[src/rtl/grid_word_search_macros.svh]
// Assertion macros shared by the grid word search RTL.
// Each macro expects i_clk and i_rst_n in scope, and checks nothing while reset is low.
`ifndef GRID_WORD_SEARCH_MACROS_SVH
`define GRID_WORD_SEARCH_MACROS_SVH

// The consequent must hold in the same cycle as the antecedent.
`define GWS_ASSERT_SAME(label, ante, cons, msg) \
    label: assert property (@(posedge i_clk) disable iff (!i_rst_n) (ante) |-> (cons)) \
        else $error(msg);

// The consequent must hold in the cycle after the antecedent.
`define GWS_ASSERT_NEXT(label, ante, cons, msg) \
    label: assert property (@(posedge i_clk) disable iff (!i_rst_n) (ante) |=> (cons)) \
        else $error(msg);

`endif

[src/rtl/gws_pkg.sv]
`default_nettype none

package gws_pkg;

    // Storage sizes.
    localparam int MAX_ROWS = 32;
    localparam int MAX_COLS = 32;
    localparam int MAX_WORD = 16;

    // Fixed field widths of the request and result ports.
    localparam int MODE_W = 2;
    localparam int ROW_W  = 5;
    localparam int COL_W  = 5;
    localparam int CHAR_W = 8;
    localparam int WIDX_W = 4;
    localparam int LEN_W  = 5;
    localparam int CFG_W  = 6;
    localparam int DIR_W  = 2;

    // Derived widths.
    localparam int ADDR_W = $clog2(MAX_ROWS * MAX_COLS);
    localparam int KW     = $clog2(MAX_WORD);
    localparam int POS_W  = $clog2(MAX_ROWS + MAX_COLS + MAX_WORD) + 1;

    // Request queue between the front and the engine.
    localparam int QDEPTH = 2;
    localparam int QPTR_W = $clog2(QDEPTH);
    localparam int QCNT_W = $clog2(QDEPTH + 1);

    // Configuration port.
    localparam int CFG_IDX_W = 1;
    localparam logic [CFG_IDX_W-1:0] CFG_GRID_ROWS = 1'd0;
    localparam logic [CFG_IDX_W-1:0] CFG_GRID_COLS = 1'd1;
    localparam logic [CFG_W-1:0] GRID_ROWS_RESET = 6'd32;
    localparam logic [CFG_W-1:0] GRID_COLS_RESET = 6'd32;

    // Request mode codes on the input port.
    localparam logic [MODE_W-1:0] MODE_CELL   = 2'd0;
    localparam logic [MODE_W-1:0] MODE_WORD   = 2'd1;
    localparam logic [MODE_W-1:0] MODE_SEARCH = 2'd2;
    localparam logic [MODE_W-1:0] MODE_NONE   = 2'd3;

    typedef enum logic [1:0] {
        OP_CELL,
        OP_WORD,
        OP_SEARCH
    } t_op;

    typedef enum logic [DIR_W-1:0] {
        DIR_RIGHT,
        DIR_DOWN,
        DIR_DOWN_RIGHT,
        DIR_DOWN_LEFT
    } t_dir;

    typedef enum logic [2:0] {
        S_IDLE,
        S_CHECK,
        S_CMP,
        S_EMIT,
        S_MISS
    } t_state;

    // One classified request as it travels through the queue.
    typedef struct packed {
        t_op               op;
        logic [ROW_W-1:0]  row;
        logic [COL_W-1:0]  col;
        logic [CHAR_W-1:0] chr;
        logic [WIDX_W-1:0] widx;
        logic [LEN_W-1:0]  len;
    } t_req;

    // Queue status seen by the engine.
    typedef struct packed {
        logic empty;
        t_req head;
    } t_q_out;

    // Live grid size.
    typedef struct packed {
        logic [CFG_W-1:0] rows;
        logic [CFG_W-1:0] cols;
    } t_cfg;

    // Row step of each direction.
    function automatic logic signed [1:0] dir_dr(input t_dir d);
        logic signed [1:0] s;
        unique case (d)
            DIR_RIGHT: s = 2'sd0;
            default:   s = 2'sd1;
        endcase
        return s;
    endfunction

    // Column step of each direction.
    function automatic logic signed [1:0] dir_dc(input t_dir d);
        logic signed [1:0] s;
        unique case (d)
            DIR_DOWN:      s = 2'sd0;
            DIR_DOWN_LEFT: s = -2'sd1;
            default:       s = 2'sd1;
        endcase
        return s;
    endfunction

endpackage

`default_nettype wire

[src/rtl/gws_queue.sv]
`default_nettype none
`include "grid_word_search_macros.svh"

module gws_queue import gws_pkg::*; (
    input  wire logic i_clk,
    input  wire logic i_rst_n,
    input  wire logic i_push,
    input  wire t_req i_req,
    input  wire logic i_pop,
    output t_q_out    o_q,
    output logic      o_full
);

    t_req              r_mem [QDEPTH];
    logic [QPTR_W-1:0] r_wp;
    logic [QPTR_W-1:0] r_rp;
    logic [QCNT_W-1:0] r_count;
    logic [QPTR_W-1:0] n_wp;
    logic [QPTR_W-1:0] n_rp;
    logic [QCNT_W-1:0] n_count;

    assign o_full       = (r_count == QCNT_W'(QDEPTH));
    assign o_q.empty    = (r_count == '0);
    assign o_q.head     = r_mem[r_rp];

    // Pointer and fill count updates.
    always_comb begin
        n_wp    = r_wp;
        n_rp    = r_rp;
        n_count = r_count;
        if (i_push) begin
            n_wp = (r_wp == QPTR_W'(QDEPTH - 1)) ? '0 : r_wp + QPTR_W'(1);
        end
        if (i_pop) begin
            n_rp = (r_rp == QPTR_W'(QDEPTH - 1)) ? '0 : r_rp + QPTR_W'(1);
        end
        if (i_push && !i_pop) begin
            n_count = r_count + QCNT_W'(1);
        end else if (!i_push && i_pop) begin
            n_count = r_count - QCNT_W'(1);
        end
    end

    always_ff @(posedge i_clk) begin
        if (!i_rst_n) begin
            r_wp    <= '0;
            r_rp    <= '0;
            r_count <= '0;
        end else begin
            r_wp    <= n_wp;
            r_rp    <= n_rp;
            r_count <= n_count;
        end
    end

    // Entry storage.
    always_ff @(posedge i_clk) begin
        if (i_push) begin
            r_mem[r_wp] <= i_req;
        end
    end

    `GWS_ASSERT_SAME(a_no_push_full, i_push, !o_full, "request pushed into a full queue")
    `GWS_ASSERT_SAME(a_no_pop_empty, i_pop, !o_q.empty, "request popped from an empty queue")
    `GWS_ASSERT_NEXT(a_count_up, i_push && !i_pop, r_count == $past(r_count) + QCNT_W'(1), "queue count did not rise")

endmodule

`default_nettype wire

[config.mk]
export PLATFORM = sky130hd
export DESIGN_NAME = gws_queue
export DESIGN_NICKNAME = d
export VERILOG_FILES = /design/src/rtl/gws_pkg.sv /design/src/rtl/gws_queue.sv
export VERILOG_INCLUDE_DIRS = /design/src /design/src/rtl
export SDC_FILE = /design/constraint.sdc
export NUM_CORES = 1
export LEC_CHECK = 0
export ABC_AREA = 1
export BUFFER_PORTS_ARGS = -buffer_cell sky130_fd_sc_hd__clkbuf_2
export CORE_MARGIN = 2
export CORE_UTILIZATION = 45
export CTS_BUF_LIST = sky130_fd_sc_hd__clkbuf_8
export DETAILED_ROUTE_END_ITERATION = 8
export PLACE_DENSITY = 0.7
export SETUP_SLACK_MARGIN = 0.5
export SLEW_MARGIN = 30
export SYNTH_ARGS = -nofsm -noshare
export SYNTH_HDL_FRONTEND = slang
export SYNTH_SLANG_ARGS = --single-unit
[constraint.sdc]
create_clock -name i_clk -period 3.7 [get_ports i_clk]
set_input_delay 0.185 -clock i_clk [delete_from_list [all_inputs] [get_ports i_clk]]
set_output_delay 0.185 -clock i_clk [all_outputs]
set_load 0.05 [all_outputs]
==> summary.md <==
| Metric | Value |
|---|---|
| Outcome | `complete, no violations` |
| Sequential area share after synthesis | `78.0%` |
| Post-detail-place hpwl | `2590 microns` |
| Area contributors post-synth | `edfxtp_1 (74%), mux2_2 (9.1%), mux2_4 (6.4%)` |
| Clock Path Buffers | `2` |
| Total global-route track usage | `14.0%` |
| Die Wd | `76.4 microns` |
| PwrDens | `549 nW/um^2` |
| Wire length of the first global-routing pass | `6110 microns` |
| HP Class | `primary input to register` |
| CTS tree | `built` |
| Final Hold Viols | `0` |
| Fillers | `436` |
| PortBufs | `63` |
| Initial DRC Count | `129` |
| CP Class | `register to output pin` |
| Largest net degree at the start of global routing | `30` |
| Root Buffer | `clkbuf_8` |
| Slew at the pin closest to its max-slew limit | `0.613 ns` |
| Crit share post-route | `49.5%` |
| Clock network power share | `32.8%` |
| CTS Sinks | `63` |
| Vias in the first global route | `1307` |
| VDD IR max | `0.000282 V` |
| H-tree levels | `3` |
| Total vias in the final route | `1263` |
| Most numerous cell in the Yosys netlist | `edfxtp_1` |
| Starting density of the core | `46.5%` |
| Hold-fix buffers, CTS | `0` |
| Post-layout util | `57.9%` |
| Syn_nets | `159` |
| Antenna-violating nets left | `0` |
| Share of the synthesized area in the top cell type | `73.8%` |
| Antenna cells | `0` |
| Inserted Clock Buffers | `9` |
| Fmax | `546 MHz` |
| Total Nets Final | `232` |
| Critical path arrival | `1.65 ns` |
| Area leader, netlist | `edfxtp_1` |
| Postcts setup bufs | `0` |
| Sequential share of power | `51.6%` |
| Wire per inst | `13.9 microns` |
| Fin Setup TNS | `0 ns` |
| Static leakage power | `0.00119 uW` |
| Critical Path RT | `3.51 ns` |
| Max-cap violations | `0` |
| Logic pwr share | `15.6%` |
| Initial antenna violation count | `0` |
| Psw | `425 uW` |
| Core area | `5070 sq um` |
| Die Height | `76.4 microns` |
| Congestion Overflow GR | `0` |
| Die Area | `5840 sq um` |
| Crit. End Element | `output pin` |
| Share of layout cells above drive strength 1 | `54.7%` |
| Layout area overhead | `24.4%` |
| Synth Flop Type | `edfxtp_1` |
| Gate Count Post-Synth | `125` |
| Io pins | `64` |
| Top cells by instance count after synthesis | `edfxtp_1 (58), mux2_2 (19), mux2_4 (10)` |
| DRC | `0` |
| Slew HR | `59.1%` |
| Final WL | `3810 microns` |
| Vias per cell | `4.63` |
| Clock transition at path regs | `0.06 ns` |
| Final min period | `1.83 ns` |
| Clock latency on the worst-skew pair | `0.33 ns` |
| Switching share of power | `26.4%` |
| Internal power | `1190 uW` |
| Worst Setup Start Kind | `register` |
| Avg Cell Area, Syn | `18.9 sq um` |
| Post-CTS sizing | `0` |
| Post-synth cell types | `14` |
| Min Hold Slack | `0.0476 ns` |
| Skew final | `0.00499 ns` |
| Register bit total from synthesis | `63` |
| Max Slew Vio Count | `0` |
| Final GP Congestion | `0.657` |
| RSZ-0062 raised after global routing | `false` |
| Synth warnings | `0` |
| Pre-antenna DRT Iters | `4` |
| Syn Std Cell Area | `2360 sq um` |
| EDFF count, synth | `58` |
| Asr flop ratio synth | `0%` |
| Max FO, Critical Path | `29` |
| Final setup vio count | `0` |
| Row cnt | `26` |
-- power groups by stage --
| stage | clock, uW | sequential [uW] | combinational, uW |
|---|---|---|---|
| 3_5_place_dp | 0 | 848 | 255 |
| 5_1_grt | 580 | 835 | 266 |
| 4_1_cts | 545 | 833 | 255 |
| 6_report | 528 | 832 | 252 |
| 2_1_floorplan | 0 | 845 | 194 |
| 3_3_place_gp | 0 | 845 | 249 |
-- final timing paths --
path	startpoint	endpoint	slack (ns)	depth (start not counted)
hold / removal	i_req[22]	r_mem[0][22]	0.05	1
setup reg to reg	r_wp	r_mem[1][16]	2.40	2
hold reg to reg	r_rp	r_rp	0.51	2
setup / recovery	register	o_q[25]	1.87	3
-- worst max-delay path: stages (launching register included) --
cell and delay (ns):
dfxtp_1 0.30, buf_4 0.38, mux2_2 0.40, clkbuf_2 0.24
-- cell families (layout without fill, tap and decap cells) --
family                     count (synthesis)  count (layout)  share of synthesized area, %
adders and majority gates                  1               1                         0.530
DFF                                       63              63                          78.0
and+or+nand+nor                           19              19                          3.18
muxes                                     29              29                          15.4
AOI/OAI and AO/OA                          2               2                         0.424
buffers and inverters                     11              89                          2.44
-- cell usage in the layout (no fill, tap or decap) --
master and count:
dfxtp_1 5, o21ai_0 1, ha_1 1, clkbuf_8 12
inv_1 7, nand3_1 1, inv_2 1, mux2_4 10
mux2_2 19, nand2_1 8, clkinv_2 3, edfxtp_1 58
nor2_2 1, clkbuf_2 63, a21oi_1 1, buf_4 2
nand4_1 1, nor2_1 8, clkinv_1 1
-- final cells by class --
type	instances	area (sq um)	share of cell area, %
inverter	8	30.0	1.02
clock inverter	4	18.8	0.639
clock buffer	12	165	5.62
sequential	63	1840	62.7
multi-input combinational	51	464	15.8
timing repair buffer	65	330	11.2
tap	70	87.6	2.98
-- per-stage QoR --
| step | total power [uW] | setup WS, ns | area, sq um | instances |
|---|---|---|---|---|
| final | 1610 | 1.87 | 2940 | 273 |
| after global placement | 1090 | 2.08 | 2750 | 257 |
| after detailed placement | 1100 | 2.20 | 2750 | 257 |
| after global routing | 1680 | 1.77 | 2940 | 273 |
| after floorplan | 1040 | 1.73 | 2360 | 125 |
| after CTS | 1630 | 1.84 | 2940 | 273 |
-- flip-flops by register name, summed over array words and instances (netlist names), named ones only --
name and cells:
r_mem 58, r_count 2, r_rp 1, r_wp 1
-- layer usage --
layer | vias up | global-route usage, % | part of all wire, %
met4 | 0 | 8.91 | 2.1
li1 | 613 | - | -
met1 | 590 | 15.3 | 40
met2 | 50 | 22.9 | 52
met3 | 10 | 5.21 | 6.7
met5 | - | 0 | 0
(Power assumes the default switching activity.)
